==> config.mk <==
export PLATFORM = sky130hd
export DESIGN_NAME = sps_rot_cell
export DESIGN_NICKNAME = d
export VERILOG_FILES = /design/src/rtl/core/sps_pkg.sv /design/src/rtl/core/sps_rot_cell.sv
export SDC_FILE = /design/constraint.sdc
export NUM_CORES = 1
export LEC_CHECK = 0
export BUFFER_PORTS_ARGS = -buffer_cell sky130_fd_sc_hd__buf_2
export CORE_ASPECT_RATIO = 0.75
export CORE_MARGIN = 4
export CORE_UTILIZATION = 25
export CTS_CLUSTER_DIAMETER = 200
export DETAILED_ROUTE_END_ITERATION = 16
export SKIP_CTS_REPAIR_TIMING = 1
export SYNTH_ARGS = -nofsm -noshare
export SYNTH_HDL_FRONTEND = slang
export SYNTH_SLANG_ARGS = --single-unit
export TNS_END_PERCENT = 20
==> constraint.sdc <==
create_clock -name clk -period 4.45 [get_ports clk]
set_input_delay 0.445 -clock clk [delete_from_list [all_inputs] [get_ports clk]]
set_output_delay 0.445 -clock clk [all_outputs]
set_load 0.02 [all_outputs]
==> src/rtl/core/sps_pkg.sv <==
`timescale 1ns / 1ps
package sps_pkg;
	localparam int CordicSteps = 16;
	localparam int LitLevel = 154;
	localparam int BlueMix = 154;
	localparam logic [31:0] HalfTurn = 32'h8000_0000;

	typedef enum logic [5:0] {
		REG_FRAME_WIDTH  = 6'd0,
		REG_FRAME_HEIGHT = 6'd1,
		REG_COLOR_MODE   = 6'd2,
		REG_INTENSITY    = 6'd3,
		REG_PHASE_STEP   = 6'd4,
		REG_RADIAL_STEP  = 6'd5
	} reg_index_t;

	// Arctangent of 2^-i, in 2^32 units per turn.
	function automatic logic [31:0] turn_atan(input logic [3:0] i);
		case (i)
			4'd0: turn_atan = 32'd536870912;
			4'd1: turn_atan = 32'd316933406;
			4'd2: turn_atan = 32'd167458907;
			4'd3: turn_atan = 32'd85004756;
			4'd4: turn_atan = 32'd42667331;
			4'd5: turn_atan = 32'd21354465;
			4'd6: turn_atan = 32'd10679838;
			4'd7: turn_atan = 32'd5340245;
			4'd8: turn_atan = 32'd2670163;
			4'd9: turn_atan = 32'd1335087;
			4'd10: turn_atan = 32'd667544;
			4'd11: turn_atan = 32'd333772;
			4'd12: turn_atan = 32'd166886;
			4'd13: turn_atan = 32'd83443;
			4'd14: turn_atan = 32'd41722;
			default: turn_atan = 32'd20861;
		endcase
	endfunction

	// Side data that rides along the pipeline with each pixel.
	typedef struct packed {
		logic [7:0] led_index;
		logic       in_frame;
		logic [1:0] mode;
		logic [7:0] intensity;
	} side_t;
endpackage

==> src/rtl/core/sps_rot_cell.sv <==
`timescale 1ns / 1ps
// One rotation CORDIC step for the cosine.
module sps_rot_cell #(
	parameter int STEP = 0
) (
	input  logic               clk,
	input  logic               en,
	input  logic signed [19:0] x_in,
	input  logic signed [19:0] y_in,
	input  logic signed [32:0] s_in,
	output logic signed [19:0] x_out,
	output logic signed [19:0] y_out,
	output logic signed [32:0] s_out
);
	logic signed [19:0] xs, ys;
	logic signed [32:0] a;

	assign xs = x_in >>> STEP;
	assign ys = y_in >>> STEP;
	assign a = $signed({1'b0, sps_pkg::turn_atan(4'(STEP))});

	always_ff @(posedge clk) begin
		if (en) begin
			if (s_in >= 0) begin
				x_out <= x_in - ys;
				y_out <= y_in + xs;
				s_out <= s_in - a;
			end else begin
				x_out <= x_in + ys;
				y_out <= y_in - xs;
				s_out <= s_in + a;
			end
		end
	end
endmodule

* After elaboration in Yosys (flattened, before gate mapping) *
Index checks and enable logic that the tools add are counted.

storage, ports and cells
  RAM bits = 0
  memory bits (read-only) = 0
  latch bits = 0
  logic and storage cells = 12
  memories = 0
  input bits = 75
  register bits = 73

cells by class
  add/sub/neg operators = 5
  reductions and logical operators = 0
  mux-type cells = 3
  divide/modulo/power cells = 0
  bitwise operators = 0
  shifts and indexed selects = 0
  magnitude comparators = 1
  equal/unequal tests = 0
  multipliers = 0

operators by type and width
  cell                    number
  $mux 20                 2
  $sub 20x20->20          2
  $add 33x31->33 const B  1
  $ge 33x1->1 const B     1
  $mux 33                 1
  $sub 33x31->33 const B  1
  $add 20x20->20          1

* Longest topological paths before layout *
Gate-level depths: netlist of run 1.

  depth after elaboration = 2
  mapped depth = 11

* Least setup slack after synthesis of run 1 *
OpenSTA, ideal clock, no wires.

  kind = input-to-reg
  from = input port x_in[2]
  to = register y_out[19], data pin
  cell stages on the path = 11
  required time = 4.187 ns
  buffers on the path = 1
  setup slack = 1.573 ns
  setup time = 0.263 ns
  arrival time = 2.613 ns
  path through = inv_1 > ha_1 > buf_6 > nor3b_4 > o311ai_1 > a2111o_1 > or4_4 > a31oi_2 > a211o_1 > a21oi_1 > xnor2_1

between the ends
  word-level cells in the longest chain between the ends = 2
  elaborated cells on any way between the ends = 3
  those cells by class = add/sub: 2; mux: 1

ends and longest elaborated chain
  element                                           line                                    text
  start, declared                                   sps_rot_cell.sv:8                       input logic signed [19:0] x_in,
  $sub 20x20->20 or $add 20x20->20 (tied branches)  sps_rot_cell.sv:30, sps_rot_cell.sv:26
  $mux 20 (*)                                       sps_rot_cell.sv:24                      if (s_in >= 0) begin
  end signal, assigned                              sps_rot_cell.sv:26                      y_out <= y_in + xs;
  end signal, assigned                              sps_rot_cell.sv:30                      y_out <= y_in - xs;
  end, declared                                     sps_rot_cell.sv:12                      output logic signed [19:0] y_out,

Every way passes the cells marked *; elsewhere a longest branch is shown, timed or not.
A chain may end at the register's enable or synchronous reset.

* Final worst setup path of run 1 *
  from = input port x_in[2]
  to = register x_out[16], data pin

between the ends
  word-level cells in the longest chain between the ends = 2
  elaborated cells on any way between the ends = 3
  those cells by class = add/sub: 2; mux: 1

ends and longest elaborated chain
  element                                           line                                    text
  $add 20x20->20 or $sub 20x20->20 (tied branches)  sps_rot_cell.sv:29, sps_rot_cell.sv:25
  $mux 20 (*)                                       sps_rot_cell.sv:24
  end signal, assigned                              sps_rot_cell.sv:25                      x_out <= x_in - ys;
  end signal, assigned                              sps_rot_cell.sv:29                      x_out <= x_in + ys;
  end, declared                                     sps_rot_cell.sv:11                      output logic signed [19:0] x_out,

Marked as above.

==> impl.org, run 1 <==
** Setup path
- The critical path goes through buf_2 -> inv_1 -> ha_1 -> nor2_1 -> o311a_1 -> o41ai_1 -> o221ai_1 -> a31oi_1 -> nor3_1 -> a21o_1 -> xnor2_1.
- Critical path's slowest cell :: ha_1
- Data on the critical path is required at its endpoint by about 4.5 ns.
- Along the worst path, the maximum fanout reaches 11.
- Critical path class :: primary input to flop
- Kind of end point of the critical path :: flop
- Arrival time of the worst setup path :: around 3.1 ns
- On the worst path, the slowest cell contributes a delay of 0.53 ns.
- The worst setup path is launched from a primary input.
- The most critical setup path has its startpoint at x_in[2].

** Logic synthesis
- In this run, synthesis produced a sequential element count of 72.
- The synthesized design contains 72 enable-type register cells.
- After synthesis, flip-flops and latches occupy 40.5% of the total area.
- The largest total area in the synthesized netlist belongs to edfxtp_1.
- Most used flip-flop cell after synthesis :: edfxtp_1
- Synthesis produced a netlist whose cell count is 535.
- Summed over its instances, the top area cell type makes up between 40% and 50% of the synthesized netlist area.
- Most common cell in the synthesized netlist :: edfxtp_1
- Commonest cells in the synthesized netlist :: 72 x edfxtp_1, 64 x ha_1, 64 x inv_1, 49 x a21oi_1, 39 x nor2_1
- Warning count from the yosys run :: 0
- Leading post-synthesis cells by cell area :: edfxtp_1 41%, ha_1 15%, xnor2_1 4.8%, a21oi_1 4.6%, inv_1 4.5%
- For this run, asynchronously set or reset flops after synthesis account for 0%.
- Synthesis produced a netlist with a net count of a little under 700.
- Summing every instance area after synthesis gives 0.00533 mm2.
- Number of distinct library cells after synthesis :: 60
- In this run the mean area of a mapped cell was 9.97 um2.

** Global routing
- Across every metal layer, demand over resource in global routing totals 12.0%.
- Met1 layer usage reported by global route :: 18.8%
- Entering global routing, the biggest net connects 53 pins.
- GRT Residual Overflow :: 0
- Via count of the first global-routing pass :: about 4100
- Global-route track usage on met3 :: 3.16%
- In this run the most used layer during global routing was met1.
- Wire length of the first global-routing pass :: 22500 um
- Antenna violations before repair :: 5
- Met2 global-route usage :: between 10% and 20%

** Clock tree
- Counting along the longest clock path gives a buffer depth of 2.
- Clock buffers created by TritonCTS :: 9
- Clock sink count :: 72
- Clock slew at the register clock pins of the worst setup and hold paths :: 0.06 ns
- TritonCTS built the clock tree.
- The cell sitting at the root of the clock tree is a clkbuf_16.
- The clock tree synthesis step divided the H-tree into 3 levels.

** Place
- Counting tap cells, the placed design contains a total of 941 instances.
- Port Buf Inserts :: 147
- Total half-perimeter wirelength after legalization and detailed placement :: 12000 um
- Final weighted congestion of routability-driven global placement :: 0.904
- Prior to clock tree synthesis, the placed netlist has a worst setup slack of 1.08 ns.
- In this run the cell area measured after placement is 0.00633 mm2.

** Drt
- Sum of routed wire length over all layers :: 14500 um
- Number of design rule violations left after detail routing :: 0
- In this run, the number of DRC markers left after iteration 0 of detailed routing was between 300 and 400.
- Average routed wire per standard cell :: 15.2 um
- Antenna-violating nets left :: 0
- The first detailed-routing pass took 5 iterations.
- The routed layout has 4304 vias.
- After detailed routing, the number of vias per cell comes to 4.49.

** STA
- Slew at the pin closest to its max-slew limit :: between 0.7 and 0.8 ns
- Setup repair after global routing missed its margin :: no
- Final critical-path setup slack :: 1.39 ns
- Final setup TNS :: 0 ns
- Worst-case headroom to the max-slew limit :: 51.6%
- Counting I/O delays and the setup requirement, the final critical path takes between 3 and 4 ns.
- The total count of hold-check failures in the final report is 0.
- Setup violations remaining at the end of the flow were counted as 0.
- Final-report max-slew violation count :: 0
- Final period util :: ~69%
- Max Clk Rate :: 327 MHz

** Worst hold path
- Worst hold path class :: primary input to flop
- The startpoint identified for the worst hold timing path is s_in[8].

** Run status
- The flow ran to the end, and the final reports show no timing, DRC or antenna violations.

** Floorplan
- In this run the count of I/O pins placed on the die edge is 148.
- Placeable core region :: approximately 0.021 mm2
- The die is ~130 um tall.
- Once the floorplan was initialized, standard cells occupied between 20% and 30% of the core.
- In this run the core area contains 45 standard-cell rows.
- The die covers 0.0238 mm2.
- In this run the horizontal extent of the chip is between 150 and 200 um.

** Cells and area
- Layout Nets :: 813
- The post-route netlist has 25.9% of its cells at a drive strength greater than 1.
- Once layout is complete, the cells apart from fillers number about 960.
- Area added between synthesis and finish :: 24.3%
- Final instance area :: 0.00663 mm2

** Power and ir drop
- Across the VDD grid, the largest voltage drop is around 0.16 mV.
- Pleak :: 0.00300 uW
- Power per unit of standard cell area :: 345 mW/mm2

** Run
- The tool flagged a number of max-cap violations equal to 0.
## per-stage QoR
stage               util, %  power (uW)  hold slack, ns
floorplan                 -        1350           0.544
global placement       30.7        1600           0.622
detailed placement     30.7        1600           0.623
CTS                    32.2        2320           0.274
global route           32.2        2420           0.275
finish                 32.2        2290           0.292
## state kept, by name, summed over array words and instances, names as in the netlist
name and cells:
s_out 33, y_out 20, x_out 19
## final timing paths
path,endpoint,slack [ns],cells past startpoint
max,x_out[16],1.39,11
min,s_out[8],0.29,1
## critical path, delay by kind of cell
family | cells | cell delay [ns]
compound gates | 5 | 1.68
fa+ha+maj | 1 | 0.53
simple gates | 2 | 0.19
buf+inv | 2 | 0.14
xor+xnor | 1 | 0.12
## cell type report
cell class,count,area [um2]
antenna,1,2.50
clock inverter,7,70.1
sequential,72,2160
fill,2156,14000
clock buffer,9,225
timing repair buffer,150,758
tap,282,353
multi-input combinational,371,2810
inverter,66,248
## placed cells by master, fill, tap and decap left out, types with 5 or more instances in the layout
master | netlist | final
a21o_1 | 13 | 13
a21oi_1 | 49 | 49
a31oi_1 | 5 | 5
buf_2 | 1 | 147
clkbuf_16 | 0 | 9
edfxtp_1 | 72 | 72
ha_1 | 64 | 64
inv_1 | 64 | 64
mux2i_1 | 12 | 12
nand2_1 | 18 | 18
nand2b_1 | 6 | 6
nand3_1 | 5 | 5
nor2_1 | 39 | 39
nor2b_1 | 6 | 6
nor3_1 | 8 | 8
o21ai_0 | 29 | 29
o21bai_1 | 8 | 8
o31ai_1 | 5 | 5
xnor2_1 | 29 | 29
xor2_1 | 9 | 9
## cells by family after synthesis
| kind of cell | after synthesis | share of synthesized area (%) |
|---|---|---|
| adders and majority gates | 68 | 16.5 |
| xor gates and xnor gates | 38 | 6.24 |
| AOI/OAI and AO/OA | 147 | 17.8 |
| buffers and inverters | 92 | 6.71 |
| muxes | 12 | 2.25 |
| DFF | 72 | 40.5 |
| and+or+nand+nor | 106 | 9.92 |
## routing by layer
layer,part of all wire [%],up-vias
met3,9.3,19
met5,0.29,-
met1,51,1933
li1,-,2159
met2,38,185
met4,1.2,8
## where the power goes
part | internal, uW | total [uW] | switching (uW)
registers | 862 | 885 | 22.7
clock network | 433 | 703 | 269
logic | 252 | 701 | 450
total | 1550 | 2290 | 742
(Power assumes the default switching activity.)
==> run 2, diff against run 1 <==
- clock period: 4.45 -> 2.9 ns (I/O delays scaled with it)
==> impl.org, run 2 (synthesized netlist as in run 1, its figures left out) <==
** Run status
- The run finished with clean final reports.

** Setup path
- Setup crit start :: x_in[1]
- Worst path required time :: 2.97 ns (-1.55 ns)
- Critical path class :: primary input to flop
- The worst setup path is captured at a flop.
- Kind of launch point of the worst setup path :: primary input
- Arrival time of the worst setup path :: 2.79 ns (-0.34 ns)
- Max FO, Critical Path :: 3 (-8)

** Clock tree
- Buffer cell driving the clock tree root :: clkbuf_16
- The number of H-tree levels is 3 (unchanged).
- Clock slew at the register clock pins of the worst setup and hold paths :: 0.06 ns (about the same)
- The clock net sink count came to 72 (unchanged).
- The maximum buffer depth of the clock tree came to 2 (unchanged).
- TritonCTS built the clock tree.
- Clock buffers created by TritonCTS :: 9 (unchanged)

** Cells and area
- The share of final-layout standard cells stronger than drive strength 1 is 30.9% (+5.0 points).
- The number of inserted filler cells in the final layout is 2151 (-0.23%).
- Counting flops per register, the top entry is s_out.
- Number of flip-flops in the largest register :: 33 (unchanged)
- Largest registers ranked by flip-flop count :: s_out (33), y_out (20), x_out (19)
- Area added between synthesis and finish :: 30.5%
- The final-stage net count came to 857 (+5.4%).
- Leaving out fill and tap cells, the most frequent cell in the layout is buf_2.
- Commonest cells after routing, fill and taps aside :: 147 x buf_2, 72 x edfxtp_1, 64 x inv_1, 64 x ha_1, 49 x a21oi_1

** Floorplan
- Chip Width :: 177 um (unchanged)
- The number of placement rows is 45 (unchanged).
- The die outline height is 134 um (unchanged).
- The total die area was 0.0238 mm2 (unchanged).
- Top-Level Pins :: 148 (unchanged)
- The starting density of the core is 25.9% (unchanged).
- The area inside the core boundary is 0.0206 mm2 (unchanged).

** STA
- The final critical path takes up between 90% and 100% of the cycle.
- Slew at the pin closest to its max-slew limit :: 0.728 ns (+0.0201 ns)
- The tightest hold margin was 0.140 ns (-0.152 ns).
- Setup repair after global routing missed its margin :: no
- Final Critical Period :: 2.72 ns
- The worst slew margin relative to its limit came to 51.5% (-0.12 points).
- The total count of hold-check failures in the final report came to 0 (unchanged).
- The final setup slack of the worst path was 0.176 ns (-1.22 ns).
- The final number of setup-violating endpoints came to 0 (unchanged).
- The max-slew violation count is 0 (unchanged).
- Max Clk Rate :: around 370 MHz

** Drt
- Initial detailed-routing violation count :: 321 (+3.5%)
- Number of design rule violations left after detail routing :: 0 (unchanged)
- Via count normalized by instance count :: 4.43 (-1.4%)
- The number of iterations in the first detailed-routing pass came to 5 (unchanged).
- Average routed wire per standard cell :: 14.7 um (-3.2%)
- The count of nets left with antenna violations after detail routing came to 0 (unchanged).
- Total number of vias :: 4444 (+3.3%)
- The total wire length is 14700 um (+1.3%).

** Power and ir drop
- Power, Total :: 3500 uW (+53%)
- Worst ir drop on vdd :: 0.218 mV (+33%)
- The cell area power density is 502 mW/mm2 (+46%).
- Pleak :: 0.00321 uW (+7.0%)

** Run
- Number of maximum-capacitance violations :: 0 (unchanged)

** Global routing
- Via count of the first global-routing pass :: 4187 (+2.9%)
- Total GRT Usage :: 12.1% (+0.073 points)
- Largest net degree at the start of global routing :: 53 (unchanged)
- Wire length of the first global-routing pass :: 22800 um (+1.2%)
- The sum of overflow across all layers after global routing came to 0 (unchanged).
- Antenna violations before repair :: 2 (-3)

** Worst hold path
- Hold path start :: s_in[2]
- Worst hold path class :: primary input to flop

** Place
- The quantity of I/O buffers inserted on ports came to 147 (unchanged).
- The final weighted congestion in routability-driven placement came to 0.897 (-0.71%).
- Total half-perimeter wirelength after legalization and detailed placement :: 12500 um (+4.0%)
- Worst slack at placement :: -0.149 ns (-1.23 ns)
-- run 2: final timing paths --
check,cells past startpoint,to
worst max-delay path,11,y_out[19]
worst min-delay path,1,s_out[2]
-- run 2: final cells by class --
type / count / area (um2) / area share [%]
diodes: 2 / 5.00 / 0.0719
clock buffers: 9 / 225 / 3.24
clock inverters: 7 / 47.5 / 0.683
inverters: 66 / 248 / 3.56
multi-input cells: 371 / 2820 / 40.5
flip-flops and latches: 72 / 2160 / 31.1
well taps: 282 / 353 / 5.07
repair buffers: 194 / 1100 / 15.8
-- run 2: worst max-delay path, cell delays in order --
cell	delay [ns]
buf_2	0.09
inv_1	0.07
ha_1	0.35
nor3b_4	0.23
o311ai_1	0.17
a2111o_1	0.48
or4_4	0.44
a31oi_2	0.25
a211o_1	0.18
a21oi_1	0.08
xnor2_1	0.16
-- run 2: where the power goes --
part           total (uW)  switching (uW)  internal [uW]
logic                1160             708            451
clock network         982             405            577
registers            1350            32.0           1320
total                3500            1140           2350
-- run 2: routing by layer --
metal  share of wire [%]  GRT usage (%)  up-vias  wire length [um]
met5               0.088              0        -                13
met4                 1.1           2.96        2               161
met3                 9.6           2.88       13              1410
met2                  39           16.3      178              5680
met1                  51           19.0     2008              7470
li1                    -              -     2243                 -
-- run 2: per-stage QoR --
| stage | instance area, um2 | instances | TNS [ns] | util [%] |
|---|---|---|---|---|
| after floorplan | 5330 | 535 | 0 | - |
| after global placement | 6680 | 985 | -0.436 | 32.4 |
| after detailed placement | 6680 | 985 | -0.712 | 32.4 |
| after CTS | 6950 | 1001 | 0 | 33.7 |
| after global routing | 6960 | 1002 | 0 | 33.8 |
| final | 6960 | 1003 | 0 | 33.8 |
==> run 3, diff against run 2 <==
- ABC_AREA: not set -> 1
- CORE_UTILIZATION: 25 -> 55
- PLACE_DENSITY: not set -> 0.9
==> impl.org, run 3 <==
** Run status
- Result of the run :: completed

** Setup path
- The largest individual stage delay along the critical path comes from the cell ha_1.
- Max FO, Critical Path :: 11 (+8)
- The critical path in this run is classified as primary input to flop.
- Worst path required time :: 2.98 ns (about the same)
- The cell that appears most often on the critical path is nand2_1.
- STA classifies the critical path startpoint as a primary input.
- Kind of end point of the critical path :: flop
- Stage delay of the slowest cell on the critical path :: 0.55 ns (+0.07 ns)
- Traced cell by cell, the critical path runs through buf_2 -> inv_1 -> ha_1 -> nand2_1 -> nor2_1 -> nand2_1 -> nor2_2 -> nand2_1 -> nand3_1 -> nand2_1 -> nand3_1 -> nand2_1.
- Arrival time of the worst setup path :: 2.11 ns (-0.68 ns)

** Logic synthesis
- Leading post-synthesis cells by cell area :: edfxtp_1 34%, nand2_1 15%, ha_1 13%, inv_1 7.1%, nand3_1 7.0%
- Adder and majority cell fraction of the synthesized area :: 14.0% (-2.5 points)
- Total nets after synthesis :: 976 (+44%)
- Share of cell area taken by muxes after synthesis :: 0.319% (-1.9 points)
- The flip-flop and latch count after synthesis came to 72 (unchanged).
- The xor/xnor share of the synthesized area is 1.95% (-4.3 points).
- Most used flip-flop cell after synthesis :: edfxtp_1
- The most common cell in the synthesized netlist is nand2_1.
- Yosys top cell by area :: edfxtp_1
- After synthesis, the largest family of logic cells by area is simple AND/OR/NAND/NOR gates.
- The number of enable-type register cells in the synthesized netlist was 72 (unchanged).
- Synthesized-area fraction occupied by ao, oa, aoi and oai cells :: 9.15% (-8.7 points)
- The total number of yosys warnings was 0 (unchanged).
- The sequential fraction of the synthesis area came to 34.4% (-6.1 points).
- Commonest cells in the synthesized netlist :: 243 x nand2_1, 118 x inv_1, 88 x nand3_1, 72 x edfxtp_1, 64 x ha_1
- The share of Yosys cell area claimed by the top area cell type came to 34.4% (-6.1 points).
- Post-Synth Simple-Gate Area :: 29.4% (+20 points)
- The synthesized area per cell came to 7.54 um2 (-24%).
- The mapped cell area is 0.00628 mm2 (+18%).
- The number of distinct library cells after synthesis was 39 (-35%).
- Mapped Cells :: 833 (+56%)
- Fraction of registers with async set/reset :: 0% (unchanged)

** Drt
- The number of iterations in the first detailed-routing pass is 6 (+1).
- Total number of vias :: 6021 (+35%)
- The number of remaining DRC errors was 0 (unchanged).
- Antenna-violating nets left :: 0 (unchanged)
- Average routed wire per standard cell :: 15.2 um (+3.8%)
- Sum of routed wire length over all layers :: 17000 um (+15%)
- The routed via count divided by cell count is 5.41 (+22%).
- Initial detailed-routing violation count :: 610 (+90%)

** Place
- The quantity of I/O buffers inserted on ports is 147 (unchanged).
- Total half-perimeter wirelength after legalization and detailed placement :: 13900 um (+11%)
- Final weighted congestion of routability-driven global placement :: 0.948 (+5.6%)

** Floorplan
- The area inside the core boundary is 0.0110 mm2 (-47%).
- Chip Width :: 131 um (-26%)
- The die outline height was 101 um (-25%).
- The number of ports placed on the die boundary was 148 (unchanged).
- The number of placement rows is 33 (-27%).
- Die area :: 0.0132 mm2 (-44%)
- Effective utilization at floorplan :: 57.0% (+31 points)

** Cells and area
- Antenna diode count :: 0 (-2)
- Number of flip-flops in the largest register :: 33 (unchanged)
- Area added between synthesis and finish :: 17.3%
- The post-layout utilization of the core is 66.8% (+33 points).
- Most flops, register :: s_out
- Largest registers ranked by flip-flop count :: s_out (33), y_out (20), x_out (19)
- Leaving out fill and tap cells, the most frequent cell in the layout is nand2_1.
- Layout Nets :: 1111 (+30%)
- Share of final-layout standard cells stronger than drive strength 1 :: 22.3% (-8.6 points)
- In the layout the commonest cells are 243 x nand2_1, 147 x buf_2, 118 x inv_1, 88 x nand3_1, 72 x edfxtp_1.

** Power and ir drop
- The share of power burned in registers came to 35.7% (-3.1 points).
- Worst ir drop on vdd :: 0.272 mV (+25%)
- The internal cell power is 2440 uW (+3.8%).
- The clock share of power is 31.6% (+3.5 points).
- The leakage power total was 0.00384 uW (+20%).
- The cell area power density is 506 mW/mm2 (+0.68%).
- The switching share of power came to 34.5% (+1.7 points).
- Psw :: 1280 uW (+12%)
- Combinational share of power :: 32.7% (-0.5 points)

** STA
- Max Clk Rate :: 492 MHz (+34%)
- The worst slew margin relative to its limit came to 41.5% (-10 points).
- The max-slew violation count was 0 (unchanged).
- Setup repair after global routing left no endpoint under its margin.
- Final Critical Period :: 2.03 ns (-0.691 ns)
- The total count of hold-check failures in the final report is 0 (unchanged).
- The sum of negative setup slack came to 0 ns (unchanged).
- Final period util :: 70.1% (-24 points)
- The pin slew with the least headroom to its limit is 0.878 ns (+0.150 ns).
- The final number of setup-violating endpoints came to 0 (unchanged).

** Global routing
- The largest net degree at the start of global routing came to 73 (+38%).
- The total global-route track usage came to 25.3% (+13 points).
- The sum of overflow across all layers after global routing is 0 (unchanged).
- Global-route layer with the greatest usage :: met2
- The global-route met3 utilization is 5.49% (+2.6 points).
- The initial antenna violation count is 0 (-2).
- Met2 global-route usage :: 39.5% (+23 points)
- Met1 layer usage reported by global route :: 37.3% (+18 points)
- The first-pass GRT wire length is 27000 um (+18%).
- Via count of the first global-routing pass :: 5366 (+28%)

** Worst hold path
- Worst hold path class :: primary input to flop

** Clock tree
- The maximum buffer depth of the clock tree came to 2 (unchanged).
- The CTS buffer count is 9 (unchanged).
- TritonCTS clock tree :: yes
- Htree depth :: 3 (unchanged)
- The clock net sink count is 72 (unchanged).
- Clock slew at the register clock pins of the worst setup and hold paths :: 0.06 ns (about the same)
- The root buffer cell chosen for the clock tree is clkbuf_16.

** Run
- Number of maximum-capacitance violations :: 0 (unchanged)
[run 3: per-layer routing]
metal | share of wire [%] | wire [um] | vias to the layer above
li1 | - | - | 2950
met1 | 46 | 7750 | 2707
met2 | 42 | 7130 | 339
met3 | 11 | 1910 | 25
met4 | 1.0 | 175 | 0
met5 | 0 | 0 | -
[run 3: area by class of cell]
| cell class | count | area, um2 |
|---|---|---|
| Fill cell | 951 | 3660 |
| Clock buffer | 10 | 229 |
| Clock inverter | 6 | 92.6 |
| Inverter | 133 | 499 |
| Tap cell | 140 | 175 |
| Multi-Input combinational cell | 602 | 3450 |
| Timing Repair Buffer | 150 | 758 |
| Sequential cell | 72 | 2160 |
[run 3: critical path: cells and delay by family]
family                     cells  cell delay [ns]
and+or+nand+nor                9             1.11
adders and majority gates      1             0.55
buffers and inverters          2             0.17
[run 3: path summary, 6_finish.rpt]
check,from,endpoint,slack [ns],cells after the start
setup / recovery,x_in[11],y_out[19],0.87,12
hold / removal,s_in[24],s_out[24],0.14,1
[run 3: through the flow]
stage	hold WS [ns]	area [um2]	cells	total power, uW	setup WS, ns
after floorplan	0.389	6280	833	2170	1.09
after global placement	0.466	7040	1097	2520	0.625
after detailed placement	0.468	7040	1097	2550	0.598
after CTS	0.130	7360	1113	3720	0.913
after global routing	0.123	7360	1113	3920	0.653
final	0.136	7360	1113	3720	0.866
[run 3: kinds of logic (layout without fill, tap and decap cells)]
family,Yosys count,after routing
compound gates,100,100
xor+xnor,14,14
fa+ha+maj,68,68
buf+inv,159,299
flops,72,72
mux,2,2
simple gates,418,418
[run 3: power by group through the flow]
| stage | sequential [uW] | combinational (uW) | clock [uW] |
|---|---|---|---|
| finish | 1330 | 1220 | 1180 |
| floorplan | 1510 | 666 | 0 |
| detailed placement | 1350 | 1200 | 0 |
| CTS | 1330 | 1200 | 1190 |
| global placement | 1350 | 1170 | 0 |
| global route | 1340 | 1340 | 1240 |
